[src/rtl/cssm_pkg.sv]
// Shared types, character codes and byte-class functions for the CSS minifier.
`timescale 1ns / 1ps

package cssm_pkg;

    localparam int WIN_LEN  = 7;
    localparam int LA_LEN   = WIN_LEN - 1;
    localparam int FILL_W   = 3;
    localparam int QDEPTH   = 4;
    localparam int QPTR_W   = 2;
    localparam int QCNT_W   = 3;
    localparam int OBUF_LEN = 4;
    localparam int OCNT_W   = 3;
    localparam int SKIP_W   = 3;

    typedef logic [7:0] t_byte;

    // one window position to scan, with the bytes that follow it (zero past the text end)
    typedef struct packed {
        logic                    is_end;
        t_byte                   ch;
        t_byte [LA_LEN-1:0]      la;
    } t_op;

    typedef struct packed {
        t_byte out_byte;
        logic  has_byte;
        logic  out_last;
    } t_res;

    localparam t_byte CH_NUL     = 8'h00;
    localparam t_byte CH_SPACE   = 8'h20;
    localparam t_byte CH_DQUOTE  = 8'h22;
    localparam t_byte CH_HASH    = 8'h23;
    localparam t_byte CH_SQUOTE  = 8'h27;
    localparam t_byte CH_LPAREN  = 8'h28;
    localparam t_byte CH_STAR    = 8'h2A;
    localparam t_byte CH_PLUS    = 8'h2B;
    localparam t_byte CH_COMMA   = 8'h2C;
    localparam t_byte CH_DOT     = 8'h2E;
    localparam t_byte CH_SLASH   = 8'h2F;
    localparam t_byte CH_ZERO    = 8'h30;
    localparam t_byte CH_NINE    = 8'h39;
    localparam t_byte CH_COLON   = 8'h3A;
    localparam t_byte CH_SEMI    = 8'h3B;
    localparam t_byte CH_GT      = 8'h3E;
    localparam t_byte CH_UA      = 8'h41;
    localparam t_byte CH_UF      = 8'h46;
    localparam t_byte CH_UZ      = 8'h5A;
    localparam t_byte CH_LBRACK  = 8'h5B;
    localparam t_byte CH_BSLASH  = 8'h5C;
    localparam t_byte CH_LA      = 8'h61;
    localparam t_byte CH_LF      = 8'h66;
    localparam t_byte CH_LZ      = 8'h7A;
    localparam t_byte CH_LBRACE  = 8'h7B;
    localparam t_byte CH_RBRACE  = 8'h7D;
    localparam t_byte CH_TILDE   = 8'h7E;
    localparam t_byte CH_TAB     = 8'h09;
    localparam t_byte CH_CR      = 8'h0D;
    localparam t_byte CASE_DELTA = 8'h20;

    function automatic logic is_digit(input t_byte c);
        return (c >= CH_ZERO) && (c <= CH_NINE);
    endfunction

    function automatic logic is_upper(input t_byte c);
        return (c >= CH_UA) && (c <= CH_UZ);
    endfunction

    function automatic logic is_alpha(input t_byte c);
        return ((c >= CH_LA) && (c <= CH_LZ)) || is_upper(c);
    endfunction

    function automatic logic is_alnum(input t_byte c);
        return is_digit(c) || is_alpha(c);
    endfunction

    function automatic logic is_space(input t_byte c);
        return (c == CH_SPACE) || ((c >= CH_TAB) && (c <= CH_CR));
    endfunction

    function automatic logic is_hex(input t_byte c);
        return is_digit(c) || ((c >= CH_LA) && (c <= CH_LF)) || ((c >= CH_UA) && (c <= CH_UF));
    endfunction

    function automatic t_byte to_lower(input t_byte c);
        return is_upper(c) ? t_byte'(c + CASE_DELTA) : c;
    endfunction

    function automatic logic no_space_after(input t_byte c);
        return (c == CH_LBRACE) || (c == CH_RBRACE) || (c == CH_SEMI) || (c == CH_COLON) ||
               (c == CH_COMMA) || (c == CH_GT) || (c == CH_PLUS) || (c == CH_TILDE) ||
               (c == CH_LPAREN) || (c == CH_LBRACK);
    endfunction

endpackage

[src/rtl/cssm_in_if.sv]
// Input channel: one raw text byte per item, with the end-of-text mark.
`timescale 1ns / 1ps

interface cssm_in_if;
    logic       valid;
    logic       ready;
    logic [7:0] in_byte;
    logic       in_last;

    modport source (output valid, output in_byte, output in_last, input ready);
    modport sink   (input valid, input in_byte, input in_last, output ready);
endinterface

[src/rtl/cssm_out_if.sv]
// Output channel: one minified byte or the end marker per item.
`timescale 1ns / 1ps

interface cssm_out_if;
    logic       valid;
    logic       ready;
    logic [7:0] out_byte;
    logic       has_byte;
    logic       out_last;

    modport source (output valid, output out_byte, output has_byte, output out_last,
                    input ready);
    modport sink   (input valid, input out_byte, input has_byte, input out_last,
                    output ready);
endinterface

[src/rtl/cssm_front.sv]
// Front end: lookahead window, end-of-text flush, and scan op generation.
`timescale 1ns / 1ps

module cssm_front
    import cssm_pkg::*;
(
    input  logic         i_clk,
    input  logic         i_rst_n,
    cssm_in_if.sink      i_in,
    input  logic         i_full,
    output logic         o_push,
    output t_op          o_op
);

    t_byte              r_win [WIN_LEN];
    t_byte              n_win [WIN_LEN];
    logic [FILL_W-1:0]  r_fill;
    logic [FILL_W-1:0]  n_fill;
    logic               r_flush;
    logic [FILL_W-1:0]  r_pos;
    logic               accept;
    logic               flush_push;

    assign i_in.ready = !r_flush && !i_full;
    assign accept     = i_in.valid && i_in.ready;
    assign flush_push = r_flush && !i_full;

    always_comb begin
        n_win = r_win;
        if (r_fill == FILL_W'(WIN_LEN)) begin
            for (int k = 0; k < WIN_LEN - 1; k++) begin
                n_win[k] = r_win[k+1];
            end
            n_win[WIN_LEN-1] = i_in.in_byte;
            n_fill = r_fill;
        end else begin
            n_win[r_fill] = i_in.in_byte;
            n_fill = r_fill + FILL_W'(1);
        end
    end

    always_comb begin
        logic [FILL_W:0] j;
        j      = '0;
        o_push = 1'b0;
        o_op   = '0;
        if (accept) begin
            // full window: the oldest byte leaves with six bytes of lookahead
            if (n_fill == FILL_W'(WIN_LEN)) begin
                o_push = 1'b1;
                o_op.ch = n_win[0];
                for (int k = 0; k < LA_LEN; k++) begin
                    o_op.la[k] = n_win[k+1];
                end
            end
        end else if (flush_push) begin
            o_push = 1'b1;
            if (r_pos < r_fill) begin
                o_op.ch = r_win[r_pos];
                for (int k = 0; k < LA_LEN; k++) begin
                    j = {1'b0, r_pos} + (FILL_W+1)'(k + 1);
                    if (j < {1'b0, r_fill}) begin
                        o_op.la[k] = r_win[j[FILL_W-1:0]];
                    end
                end
            end else begin
                o_op.is_end = 1'b1;
            end
        end
    end

    always_ff @(posedge i_clk) begin
        if (accept) begin
            r_win <= n_win;
        end
    end

    always_ff @(posedge i_clk) begin
        if (!i_rst_n) begin
            r_fill  <= '0;
            r_flush <= 1'b0;
            r_pos   <= '0;
        end else if (accept) begin
            r_fill <= n_fill;
            if (i_in.in_last) begin
                r_flush <= 1'b1;
                r_pos   <= (n_fill == FILL_W'(WIN_LEN)) ? FILL_W'(1) : '0;
            end
        end else if (flush_push) begin
            if (r_pos < r_fill) begin
                r_pos <= r_pos + FILL_W'(1);
            end else begin
                r_flush <= 1'b0;
                r_fill  <= '0;
                r_pos   <= '0;
            end
        end
    end

endmodule

[src/rtl/cssm_fifo.sv]
// Short op queue between the front end and the scanner.
`timescale 1ns / 1ps

module cssm_fifo
    import cssm_pkg::*;
(
    input  logic  i_clk,
    input  logic  i_rst_n,
    input  logic  i_push,
    input  t_op   i_op,
    output logic  o_full,
    output logic  o_valid,
    output t_op   o_op,
    input  logic  i_pop
);

    t_op               r_mem [QDEPTH];
    logic [QPTR_W-1:0] r_wp;
    logic [QPTR_W-1:0] r_rp;
    logic [QCNT_W-1:0] r_cnt;

    assign o_full  = (r_cnt == QCNT_W'(QDEPTH));
    assign o_valid = (r_cnt != '0);
    assign o_op    = r_mem[r_rp];

    always_ff @(posedge i_clk) begin
        if (i_push) begin
            r_mem[r_wp] <= i_op;
        end
    end

    always_ff @(posedge i_clk) begin
        if (!i_rst_n) begin
            r_wp  <= '0;
            r_rp  <= '0;
            r_cnt <= '0;
        end else begin
            if (i_push) begin
                r_wp <= r_wp + QPTR_W'(1);
            end
            if (i_pop) begin
                r_rp <= r_rp + QPTR_W'(1);
            end
            if (i_push && !i_pop) begin
                r_cnt <= r_cnt + QCNT_W'(1);
            end else if (i_pop && !i_push) begin
                r_cnt <= r_cnt - QCNT_W'(1);
            end
        end
    end

`ifndef SYNTHESIS
    a_no_overflow: assert property (@(posedge i_clk) disable iff (!i_rst_n)
        i_push |-> (!o_full || i_pop))
        else $error("op queue written while full");

    a_no_underflow: assert property (@(posedge i_clk) disable iff (!i_rst_n)
        i_pop |-> o_valid)
        else $error("op queue read while empty");

    a_cnt_range: assert property (@(posedge i_clk) disable iff (!i_rst_n)
        r_cnt <= QCNT_W'(QDEPTH))
        else $error("op queue count out of range");
`endif

endmodule

[src/rtl/cssm_back.sv]
// Scanner: applies comment, string, whitespace, zero, hex-color and letter-case rules to each op.
`timescale 1ns / 1ps

module cssm_back
    import cssm_pkg::*;
(
    input  logic         i_clk,
    input  logic         i_rst_n,
    input  logic         i_op_valid,
    input  t_op          i_op,
    output logic         o_pop,
    cssm_out_if.source   o_out
);

    logic [SKIP_W-1:0] r_skip, n_skip;
    logic              r_comment, n_comment;
    logic              r_str, n_str;
    t_byte             r_qk, n_qk;
    t_byte             r_pout, n_pout;
    t_byte             r_praw, n_praw;
    logic              r_pend, n_pend;
    logic              r_val, n_val;

    t_res              r_buf [OBUF_LEN];
    t_res              n_res [OBUF_LEN];
    logic [OCNT_W-1:0] r_cnt, n_rcnt;

    logic              take;
    logic              room;

    function automatic t_res byte_res(input t_byte b);
        t_res r;
        r.out_byte = b;
        r.has_byte = 1'b1;
        r.out_last = 1'b0;
        return r;
    endfunction

    assign o_out.valid    = (r_cnt != '0);
    assign o_out.out_byte = r_buf[0].out_byte;
    assign o_out.has_byte = r_buf[0].has_byte;
    assign o_out.out_last = r_buf[0].out_last;

    assign take  = o_out.valid && o_out.ready;
    assign room  = (r_cnt == '0) || ((r_cnt == OCNT_W'(1)) && take);
    assign o_pop = i_op_valid && room;

    always_comb begin
        t_byte c;
        t_byte nx;
        t_byte ch;
        logic  vnew;
        logic  hex_ok;
        c         = i_op.ch;
        nx        = i_op.la[0];
        ch        = c;
        vnew      = r_val;
        hex_ok    = 1'b0;
        n_skip    = r_skip;
        n_comment = r_comment;
        n_str     = r_str;
        n_qk      = r_qk;
        n_pout    = r_pout;
        n_praw    = r_praw;
        n_pend    = r_pend;
        n_val     = r_val;
        n_rcnt    = '0;
        for (int k = 0; k < OBUF_LEN; k++) begin
            n_res[k] = '0;
        end

        if (i_op.is_end) begin
            n_res[0].out_last = 1'b1;
            n_rcnt    = OCNT_W'(1);
            n_skip    = '0;
            n_comment = 1'b0;
            n_str     = 1'b0;
            n_qk      = CH_NUL;
            n_pout    = CH_NUL;
            n_praw    = CH_NUL;
            n_pend    = 1'b0;
            n_val     = 1'b0;
        end else begin
            n_praw = c;
            if (r_skip != '0) begin
                n_skip = r_skip - SKIP_W'(1);
            end else if (!r_str && c == CH_SLASH && nx == CH_STAR) begin
                n_comment = 1'b1;
                n_skip    = SKIP_W'(1);
            end else if (r_comment && c == CH_STAR && nx == CH_SLASH) begin
                n_comment = 1'b0;
                n_skip    = SKIP_W'(1);
            end else if (!r_comment) begin
                if (!r_str && (c == CH_DQUOTE || c == CH_SQUOTE)) begin
                    n_str    = 1'b1;
                    n_qk     = c;
                    n_res[0] = byte_res(c);
                    n_rcnt   = OCNT_W'(1);
                    n_pout   = c;
                end else if (r_str) begin
                    // an escaped quote does not close the string
                    if (c == r_qk && r_praw != CH_BSLASH) begin
                        n_str = 1'b0;
                    end
                    n_res[0] = byte_res(c);
                    n_rcnt   = OCNT_W'(1);
                    n_pout   = c;
                end else begin
                    if (c == CH_COLON) begin
                        vnew = 1'b1;
                    end else if (c == CH_SEMI || c == CH_LBRACE || c == CH_RBRACE) begin
                        vnew = 1'b0;
                    end
                    n_val = vnew;

                    hex_ok = 1'b1;
                    for (int k = 0; k < LA_LEN; k++) begin
                        if (!is_hex(i_op.la[k])) begin
                            hex_ok = 1'b0;
                        end
                    end
                    hex_ok = hex_ok &&
                             (to_lower(i_op.la[0]) == to_lower(i_op.la[1])) &&
                             (to_lower(i_op.la[2]) == to_lower(i_op.la[3])) &&
                             (to_lower(i_op.la[4]) == to_lower(i_op.la[5]));

                    ch = (is_alpha(c) && !vnew) ? to_lower(c) : c;

                    if (is_space(c)) begin
                        if (r_pout != CH_NUL && !no_space_after(r_pout)) begin
                            n_pend = 1'b1;
                        end
                    end else if (c == CH_ZERO && nx == CH_DOT && !is_digit(r_pout)) begin
                        n_res[0] = byte_res(CH_DOT);
                        n_rcnt   = OCNT_W'(1);
                        n_pout   = CH_DOT;
                        n_pend   = 1'b0;
                        n_skip   = SKIP_W'(1);
                    end else if (c == CH_HASH && vnew) begin
                        n_res[0] = byte_res(CH_HASH);
                        n_rcnt   = OCNT_W'(1);
                        n_pout   = CH_HASH;
                        if (hex_ok) begin
                            n_res[1] = byte_res(to_lower(i_op.la[0]));
                            n_res[2] = byte_res(to_lower(i_op.la[2]));
                            n_res[3] = byte_res(to_lower(i_op.la[4]));
                            n_rcnt   = OCNT_W'(OBUF_LEN);
                            n_pout   = i_op.la[5];
                            n_pend   = 1'b0;
                            n_skip   = SKIP_W'(LA_LEN);
                        end
                    end else begin
                        if (r_pend && is_alnum(c) && is_alnum(r_pout)) begin
                            n_res[0] = byte_res(CH_SPACE);
                            n_res[1] = byte_res(ch);
                            n_rcnt   = OCNT_W'(2);
                        end else begin
                            n_res[0] = byte_res(ch);
                            n_rcnt   = OCNT_W'(1);
                        end
                        n_pend = 1'b0;
                        n_pout = c;
                    end
                end
            end
        end
    end

    always_ff @(posedge i_clk) begin
        if (o_pop) begin
            r_buf <= n_res;
        end else if (take) begin
            for (int k = 0; k < OBUF_LEN - 1; k++) begin
                r_buf[k] <= r_buf[k+1];
            end
        end
    end

    always_ff @(posedge i_clk) begin
        if (!i_rst_n) begin
            r_cnt     <= '0;
            r_skip    <= '0;
            r_comment <= 1'b0;
            r_str     <= 1'b0;
            r_qk      <= CH_NUL;
            r_pout    <= CH_NUL;
            r_praw    <= CH_NUL;
            r_pend    <= 1'b0;
            r_val     <= 1'b0;
        end else if (o_pop) begin
            r_cnt     <= n_rcnt;
            r_skip    <= n_skip;
            r_comment <= n_comment;
            r_str     <= n_str;
            r_qk      <= n_qk;
            r_pout    <= n_pout;
            r_praw    <= n_praw;
            r_pend    <= n_pend;
            r_val     <= n_val;
        end else if (take) begin
            r_cnt <= r_cnt - OCNT_W'(1);
        end
    end

`ifndef SYNTHESIS
    a_skip_range: assert property (@(posedge i_clk) disable iff (!i_rst_n)
        r_skip <= SKIP_W'(LA_LEN))
        else $error("skip count beyond a hex color span");

    a_buf_range: assert property (@(posedge i_clk) disable iff (!i_rst_n)
        r_cnt <= OCNT_W'(OBUF_LEN))
        else $error("result buffer count out of range");

    a_pop_drains: assert property (@(posedge i_clk) disable iff (!i_rst_n)
        (o_pop && i_op.is_end) |=> (o_out.valid && o_out.out_last && !o_out.has_byte))
        else $error("end marker not presented after end op");
`endif

endmodule

[src/rtl/css_minify_stream.sv]
// Top level of the streaming CSS minifier.
// Takes one CSS text byte per item with a last mark and gives the minified text one byte per
// item, then a bare end marker (has_byte low, out_last high). Output lags input by a
// seven-byte lookahead window: no byte leaves until seven bytes are in, and the last byte
// flushes the rest. An input byte is taken every cycle while the op queue has room; after
// the last byte the input stalls, also while the op queue is full, as the front end walks
// the rest of the window and queues the end marker. The scanner handles one window position
// per cycle while the output keeps up, and takes no new position until every result byte of
// the last one has left (a restored space gives two bytes, a short hex color four), so the
// output carries at most one byte per cycle, bounded by the single output port.
`timescale 1ns / 1ps

module css_minify_stream
    import cssm_pkg::*;
(
    input  logic          i_clk,
    input  logic          i_rst_n,
    cssm_in_if.sink       i_in_ch,
    cssm_out_if.source    o_out_ch
);

    logic q_push;
    t_op  q_in;
    logic q_full;
    logic q_valid;
    t_op  q_out;
    logic q_pop;

    cssm_front u_front (
        .i_clk   (i_clk),
        .i_rst_n (i_rst_n),
        .i_in    (i_in_ch),
        .i_full  (q_full),
        .o_push  (q_push),
        .o_op    (q_in)
    );

    cssm_fifo u_fifo (
        .i_clk   (i_clk),
        .i_rst_n (i_rst_n),
        .i_push  (q_push),
        .i_op    (q_in),
        .o_full  (q_full),
        .o_valid (q_valid),
        .o_op    (q_out),
        .i_pop   (q_pop)
    );

    cssm_back u_back (
        .i_clk      (i_clk),
        .i_rst_n    (i_rst_n),
        .i_op_valid (q_valid),
        .i_op       (q_out),
        .o_pop      (q_pop),
        .o_out      (o_out_ch)
    );

endmodule
[src/flat_wrapper.sv]
// flat-port wrapper written by rule: the top's interface ports become plain ports
module css_minify_stream_flat import cssm_pkg::*;
  (i_clk, i_rst_n, i_in_ch_valid, i_in_ch_in_byte, i_in_ch_in_last, i_in_ch_ready, o_out_ch_valid, o_out_ch_out_byte, o_out_ch_has_byte, o_out_ch_out_last, o_out_ch_ready);
  cssm_in_if i_in_ch_i ();
  cssm_out_if o_out_ch_i ();
  input  logic i_clk;
  input  logic i_rst_n;
  input wire logic [$bits(i_in_ch_i.valid)-1:0] i_in_ch_valid;
  input wire logic [$bits(i_in_ch_i.in_byte)-1:0] i_in_ch_in_byte;
  input wire logic [$bits(i_in_ch_i.in_last)-1:0] i_in_ch_in_last;
  output wire logic [$bits(i_in_ch_i.ready)-1:0] i_in_ch_ready;
  output wire logic [$bits(o_out_ch_i.valid)-1:0] o_out_ch_valid;
  output wire logic [$bits(o_out_ch_i.out_byte)-1:0] o_out_ch_out_byte;
  output wire logic [$bits(o_out_ch_i.has_byte)-1:0] o_out_ch_has_byte;
  output wire logic [$bits(o_out_ch_i.out_last)-1:0] o_out_ch_out_last;
  input wire logic [$bits(o_out_ch_i.ready)-1:0] o_out_ch_ready;
  assign i_in_ch_i.valid = i_in_ch_valid;
  assign i_in_ch_i.in_byte = i_in_ch_in_byte;
  assign i_in_ch_i.in_last = i_in_ch_in_last;
  assign i_in_ch_ready = i_in_ch_i.ready;
  assign o_out_ch_valid = o_out_ch_i.valid;
  assign o_out_ch_out_byte = o_out_ch_i.out_byte;
  assign o_out_ch_has_byte = o_out_ch_i.has_byte;
  assign o_out_ch_out_last = o_out_ch_i.out_last;
  assign o_out_ch_i.ready = o_out_ch_ready;
  css_minify_stream u_core (.i_clk(i_clk), .i_rst_n(i_rst_n), .i_in_ch(i_in_ch_i), .o_out_ch(o_out_ch_i));
endmodule
[config.mk]
export PLATFORM = sky130hd
export DESIGN_NAME = css_minify_stream_flat
export DESIGN_NICKNAME = d
export VERILOG_FILES = /design/src/rtl/cssm_pkg.sv /design/src/rtl/cssm_in_if.sv /design/src/rtl/cssm_out_if.sv /design/src/rtl/cssm_front.sv /design/src/rtl/cssm_fifo.sv /design/src/rtl/cssm_back.sv /design/src/rtl/css_minify_stream.sv /design/src/flat_wrapper.sv
export SDC_FILE = /design/constraint.sdc
export NUM_CORES = 1
export LEC_CHECK = 0
export BUFFER_PORTS_ARGS = -buffer_cell sky130_fd_sc_hd__buf_2
export CAP_MARGIN = 20
export CORE_UTILIZATION = 60
export DETAILED_ROUTE_END_ITERATION = 7
export PLACE_DENSITY_LB_ADDON = 0.12
export SYNTH_ARGS = -nofsm -noshare
export SYNTH_HDL_FRONTEND = slang
export SYNTH_SLANG_ARGS = --single-unit
[constraint.sdc]
create_clock -name i_clk -period 5.95 [get_ports i_clk]
set_input_delay 0.2975 -clock i_clk [delete_from_list [all_inputs] [get_ports i_clk]]
set_output_delay 0.2975 -clock i_clk [all_outputs]
set_load 0.1 [all_outputs]
==> results.md, run 1 <==
- Fin cells: 2186
- Synth Area in Simple Gates: 11.7%
- Top cells by area, synth: edfxtp_1, mux4_2, dfxtp_1
- PortBufs: 24
- Antenna violations before repair: 1
- CP Capture Type: register
- P_leak: 7.43 nW
- Ys flop type: edfxtp_1
- Worst setup SP type: register
- Crit share post-route: 79.4%
- Worst path depth: 14
- Max Cap Viol: 0
- Vias in the first global route: 13691
- Die area: 0.0341 mm²
- Fin Setup TNS: 0 ns
- Max Fclk: 0.212 GHz
- Worst-path clk slew: 0.06 ns
- Synthesized area per cell: 11.7 µm²
- Final Setup Violations: 0
- Maximum clock skew at final layout: 0.0197 ns
- FF-to-FF path depth: 14
- Async SR Flop Fraction: 0%
- Setup CP Type: reg -> reg
- Largest family of logic cells by synthesized area: multiplexers
- Synth Net Count: 1770
- Wire length per cell: 24.7 µm
- First-pass DRT Iterations: 6
- Syn. warnings: 0
- # placed instances: 2110
- Ratio of cells with drive above 1 in the final layout: 13.6%
- Netlist Area Pre-Place: 0.0200 mm²
- Total detailed-routing wirelength: 53900 µm
- Worst path cell trace: buf_12 -> mux4_2 -> inv_1 -> ha_1 -> inv_1 -> o21ai_0 -> a21oi_1 -> o31ai_1 -> xnor2_1 -> nor3b_1 -> o32ai_1 -> o21ai_0 -> a21oi_1 -> mux2i_1
- EDFF count, synth: 321
- Final Util: 66.6%
- FILL cells: 2442
- Core Box Area: 0.0327 mm²
- Power Dens Cells: 463 mW/mm²
- Post-cts sizing count: 0
- Tmin final: 4.72 ns
- Slowest cell on the critical path: dfxtp_4
- Post-synthesis adder-cell area fraction: 2.82%
- Max rail drop VDD: 403 µV
- Status: completed
- Count of different cell masters after synthesis: 82
- Overflow left after global routing: 0
- Boundary Pins: 25
- CP max stage delay: 0.79 ns
- Normalized max-slew margin: 17.3%
- CTS tree: yes
- Post-synthesis register bit count: 371
- Violation count after the first detailed-route iteration: 1738
- Site row count: 66
- Bufs and invs on worst path: 3
- Global-route wire length before repair: 81800 µm
- Hold Path Class: in -> reg
- Share of the synthesized area in the top cell type: 48.1%
- Initial Utilization: 61.3%
- Slew Viols, Final: 0
- Critical path peak fanout: 35
- Multi-input logic area: 0.00868 mm²
- Total GRT Usage: 32.3%
- Worst EP arrival: 5.18 ns
- DRC: 0
- RSZ-0062 raised after global routing: false
- Crit path max-delay family: compound AO/OA/AOI/OAI gates
- Largest net degree at the start of global routing: 98
- Post-CTS setup repair buffer count: 0
- Clock Latency Late Sink: 0.54 ns
- Top cells by count, synth: edfxtp_1, nand2_1, o21ai_0, nor2_1, a21oi_1
- Worst Max-Slew Pin Slew: 1.23 ns
- Yosys top cell by area: edfxtp_1
- WHS Path Cells: 3
- HPWL Detailed: 36500 µm
- Synthesis-to-finish area growth: 8.76%
- Vias after detailed routing: 14549
- Final Hold Viols: 0
- Clock buffer depth: 3
- Sink Count: 371
- Storage element area: 0.0106 mm²
- Nets@finish: 1769
- Post-synthesis mux area share: 13.9%
- CP required: 6.41 ns
- CTS buffer count: 39
- Die X: 185 µm
- CTS H-Tree Depth: 2
- Routed Antenna Nets: 0
- Syn Inst Count: 1713
- Most frequent cell after synthesis: edfxtp_1
- Die height: 185 µm
- Seq/Total Area, Yosys: 53.1%
- Placer congestion estimate: 0.951
- Synth Area in XOR/XNOR: 1.62%
- Vias per inst: 6.66
- # hold bufs at CTS: 0
- CTS root buf: clkbuf_16
- Area fraction in compound gates after synthesis: 13.1%
[cell type report]
cell class | instances | area share, %
Sequential cell | 371 | 48.8
Multi-Input combinational cell | 1189 | 39.8
Clock buffer | 44 | 4.66
Tap cell | 442 | 2.54
Timing Repair Buffer | 58 | 1.78
Clock inverter | 28 | 1.42
Inverter | 53 | 0.913
Antenna cell | 1 | 0.0115
[cell usage in the layout, fill, tap and decap left out, types with 13 or more instances in the layout]
cell,n
a21oi_1,110
a22o_1,19
buf_2,24
buf_4,30
clkbuf_16,40
clkinv_1,13
dfxtp_1,47
edfxtp_1,321
ha_1,41
inv_1,50
mux2_2,25
mux2i_1,83
mux4_2,70
nand2_1,198
nand3_1,25
nor2_1,123
nor2b_1,13
nor3_1,21
nor3b_1,13
o211ai_1,15
o21ai_0,164
xnor2_1,25
[worst paths after layout]
kind / start / slack, ns / endpoint
max: register / 1.23 / u_core.u_back.r_skip[1]
min: i_in_ch_in_last / 0.08 / u_core.u_front.r_flush
max reg2reg: register / 1.23 / u_core.u_back.r_skip[1]
min reg2reg: u_core.u_back.r_praw[5] / 0.46 / u_core.u_back.r_praw[5]
[logic make-up (layout without fill, tap and decap cells)]
logic type / after synthesis / count (layout)
and+or+nand+nor: 498 / 498
AOI/OAI and AO/OA: 428 / 428
DFF: 371 / 371
muxes: 182 / 182
buffers and inverters: 153 / 183
adders and majority gates: 44 / 44
xor gates and xnor gates: 37 / 37
other: 0 / 1
[worst min-delay path, stage by stage]
cell and delay (ns):
buf_2 0.09, a21oi_1 0.06, nor3_1 0.11
[sequential cells by signal, summed over array words and instances (netlist names), 2 cells and up, named ones only]
signal / flops
u_core.u_back.r_pout: 8
u_core.u_back.r_qk: 8
u_core.u_back.r_skip: 3
u_core.u_fifo.r_rp: 2
u_core.u_front.r_win: 56
u_core.u_back.r_buf: 27
u_core.u_fifo.r_wp: 2
u_core.u_fifo.r_mem: 228
u_core.u_back.o_out.out_byte: 8
u_core.u_front.r_fill: 3
u_core.u_back.r_praw: 8
u_core.u_front.r_pos: 3
u_core.u_back.r_cnt: 3
u_core.u_fifo.r_cnt: 3
[stage by stage]
| step | hold slack, ns | cell area [µm²] | total power [mW] | worst slack [ns] |
|---|---|---|---|---|
| finish | 0.0788 | 21800 | 10.1 | 1.23 |
| global route | 0.0956 | 21800 | 10.6 | 0.741 |
| CTS | 0.0760 | 21800 | 10.1 | 1.23 |
| detailed placement | 0.448 | 20400 | 7.56 | 1.27 |
| global placement | 0.440 | 20400 | 7.50 | 1.31 |
| floorplan | 0.427 | 20000 | 6.65 | 0.441 |
[power breakdown]
part / switching (mW) / total (mW) / internal [mW]
Combinational: 2.53 / 3.92 / 1.39
Sequential: 0.311 / 3.66 / 3.35
Clock: 1.02 / 2.52 / 1.50
[layer usage]
metal | share of wire [%] | vias to the layer above | wire [µm] | GRT usage [%]
met4 | 3.6 | 0 | 1960 | 12.2
met2 | 46 | 747 | 24900 | 50.2
met5 | 0 | - | 0 | 0
li1 | - | 6518 | - | -
met3 | 8.3 | 142 | 4490 | 6.38
met1 | 42 | 7142 | 22600 | 45.1
Note: power is estimated with default switching activity, not from simulation.
==> run 2, diff against run 1 <==
- clock period: 5.95 -> 4.8 ns (I/O delays scaled with it)
==> run 2 against run 1 <==
First-iteration DRC count decreased by 14%. Non-clock buffer count increased by 22. Critical path depth decreased by 2. Global-route usage decreased by 0.55 points. Largest cell class unchanged.
==> results.md, run 2 (synthesized netlist as in run 1, its figures left out) <==
- Routed Antenna Nets: 0 (unchanged)
- Max Cap Viol: 0 (unchanged)
- WHS Path Cells: 3 (unchanged)
- Slowest cell on the critical path: mux4_2 (was dfxtp_4)
- Core Box Area: 0.0327 mm² (unchanged)
- Flip-flop count of the largest register after layout: 228 (unchanged)
- Antenna violations before repair: 1 (unchanged)
- Maximum clock skew at final layout: 0.0120 ns (was 0.0197 ns)
- Final Hold Viols: 0 (unchanged)
- Final Setup Violations: 0 (unchanged)
- Synthesis-to-finish area growth: 9.52% (was 8.76%)
- Largest net degree at the start of global routing: 98 (unchanged)
- Critical path peak fanout: 18 (was 35)
- Violation count after the first detailed-route iteration: 1493 (was 1738)
- Die X: 185 µm (unchanged)
- Worst-path clk slew: 0.06 ns (about the same)
- Worst path depth: 12 (was 14)
- Crit share post-route: 93.1% (was 79.4%)
- Post-cts sizing count: 0 (unchanged)
- FF-to-FF path depth: 12 (was 14)
- Power Dens Cells: 572 mW/mm² (was 463 mW/mm²)
- CTS H-Tree Depth: 2 (unchanged)
- Clock Latency Late Sink: 0.53 ns (was 0.54 ns)
- Sink Count: 371 (unchanged)
- Commonest non-fill, non-tap cell in the layout: edfxtp_1 (unchanged)
- Global-route wire length before repair: 80400 µm (was 81800 µm)
- Setup CP Type: reg -> reg (unchanged)
- Worst Max-Slew Pin Slew: 1.17 ns (was 1.23 ns)
- Bufs and invs on worst path: 2 (was 3)
- Post-CTS setup repair buffer count: 0 (unchanged)
- Max Fclk: 0.224 GHz (was 0.212 GHz)
- # diodes: 0 (was 1)
- CP required: 5.22 ns (was 6.41 ns)
- Vias in the first global route: 13746 (was 13691)
- CP Capture Type: register (unchanged)
- CTS buffer count: 40 (was 39)
- Clock buffer depth: 3 (unchanged)
- Crit path max-delay family: compound AO/OA/AOI/OAI gates (unchanged)
- FILL cells: 2437 (was 2442)
- Largest regs: u_core.u_fifo.r_mem x228, u_core.u_front.r_win x56, u_core.u_back.r_buf x27 (unchanged)
- Total GRT Usage: 31.8% (was 32.3%)
- Tmin final: 4.47 ns (was 4.72 ns)
- RSZ-0062 raised after global routing: false (unchanged)
- Initial Utilization: 61.3% (unchanged)
- CTS root buf: clkbuf_16 (unchanged)
- First-pass DRT Iterations: 6 (unchanged)
- Slew Viols, Final: 0 (unchanged)
- Total detailed-routing wirelength: 53100 µm (was 53900 µm)
- Final Util: 67.1% (was 66.6%)
- CTS tree: yes (unchanged)
- Worst path cell trace: buf_4 -> mux4_2 -> nor2b_1 -> nand4_1 -> o31a_1 -> nor2b_1 -> o21ai_0 -> a21oi_1 -> buf_4 -> and3_1 -> a32o_1 -> a31o_2 (was buf_12 -> mux4_2 -> inv_1 -> ha_1 -> inv_1 -> o21ai_0 -> a21oi_1 -> o31ai_1 -> xnor2_1 -> nor3b_1 -> o32ai_1 -> o21ai_0 -> a21oi_1 -> mux2i_1)
- Boundary Pins: 25 (unchanged)
- # hold bufs at CTS: 0 (unchanged)
- Vias per inst: 6.61 (was 6.66)
- Most frequent cells in the layout: edfxtp_1, nand2_1, o21ai_0 (unchanged)
- Vias after detailed routing: 14565 (was 14549)
- DRC: 0 (unchanged)
- Biggest register: u_core.u_fifo.r_mem (unchanged)
- Worst Hold Slack: 0.0405 ns (was 0.0788 ns)
- Status: completed (unchanged)
- Fin Setup TNS: 0 ns (unchanged)
- Nets@finish: 1792 (was 1769)
- Storage element area: 0.0106 mm² (unchanged)
- Placer congestion estimate: 0.939 (was 0.951)
- Max rail drop VDD: 524 µV (was 403 µV)
- Normalized max-slew margin: 21.3% (was 17.3%)
- Die area: 0.0341 mm² (unchanged)
- HPWL Detailed: 36500 µm (about the same)
- Overflow left after global routing: 0 (unchanged)
- Ratio of cells with drive above 1 in the final layout: 14.8% (was 13.6%)
- PortBufs: 24 (unchanged)
- Multi-input logic area: 0.00869 mm² (was 0.00868 mm²)
- Worst EP arrival: 4.89 ns (was 5.18 ns)
- Site row count: 66 (unchanged)
- Wire length per cell: 24.1 µm (was 24.7 µm)
- Worst setup SP type: register (unchanged)
- P_leak: 7.53 nW (was 7.43 nW)
- CP max stage delay: 0.69 ns (was 0.79 ns)
- Hold Path Class: in -> reg (unchanged)
- Die height: 185 µm (unchanged)
==> run 2: stage by stage <==
stage,setup slack (ns),total power [mW],cell area (µm²),std cells
CTS,0.373,12.5,21900,2202
detailed placement,0.400,9.43,20600,2134
global route,0.110,13.2,21900,2203
global placement,0.378,9.38,20600,2134
floorplan,0.000340,8.25,20000,1713
finish,0.331,12.5,21900,2203
==> run 2: area by class of cell <==
cell class              instances  share of cell area (%)
flip-flops and latches        371                    48.5
multi-input cells            1189                    39.6
clock buffers                  47                    4.78
repair buffers                 80                    2.58
well taps                     442                    2.52
clock inverters                21                    1.09
inverters                      53                   0.907
==> run 2: worst register-to-register path, cell delays in order, from the launching register on <==
cell and delay, ns:
dfxtp_4 0.57, buf_4 0.36, mux4_2 0.70, nor2b_1 0.35, nand4_1 0.19, o31a_1 0.36, nor2b_1 0.20, o21ai_0 0.57
a21oi_1 0.08, buf_4 0.20, and3_1 0.28, a32o_1 0.29, a31o_2 0.20
==> run 2: power breakdown <==
group	total (mW)	internal, mW	switching, mW
clock network	3.09	1.83	1.26
registers	4.50	4.15	0.350
logic	4.95	1.77	3.19
total	12.5	7.75	4.80
==> run 2: worst paths after layout <==
check                                from                 endpoint  slack (ns)
hold reg to reg   u_core.u_back.r_praw[5]  u_core.u_back.r_praw[5]        0.45
setup / recovery                 register  u_core.u_back.r_pout[5]        0.33
setup reg to reg                 register  u_core.u_back.r_pout[5]        0.33
hold / removal            i_in_ch_in_last   u_core.u_front.r_flush        0.04
==> run 2: metal layers <==
metal | vias up | global-route usage (%) | part of all wire [%]
met2 | 702 | 48.8 | 45
met4 | 0 | 16.4 | 5.1
met1 | 7128 | 43.5 | 42
li1 | 6552 | - | -
met3 | 183 | 5.73 | 7.8
met5 | - | 0 | 0
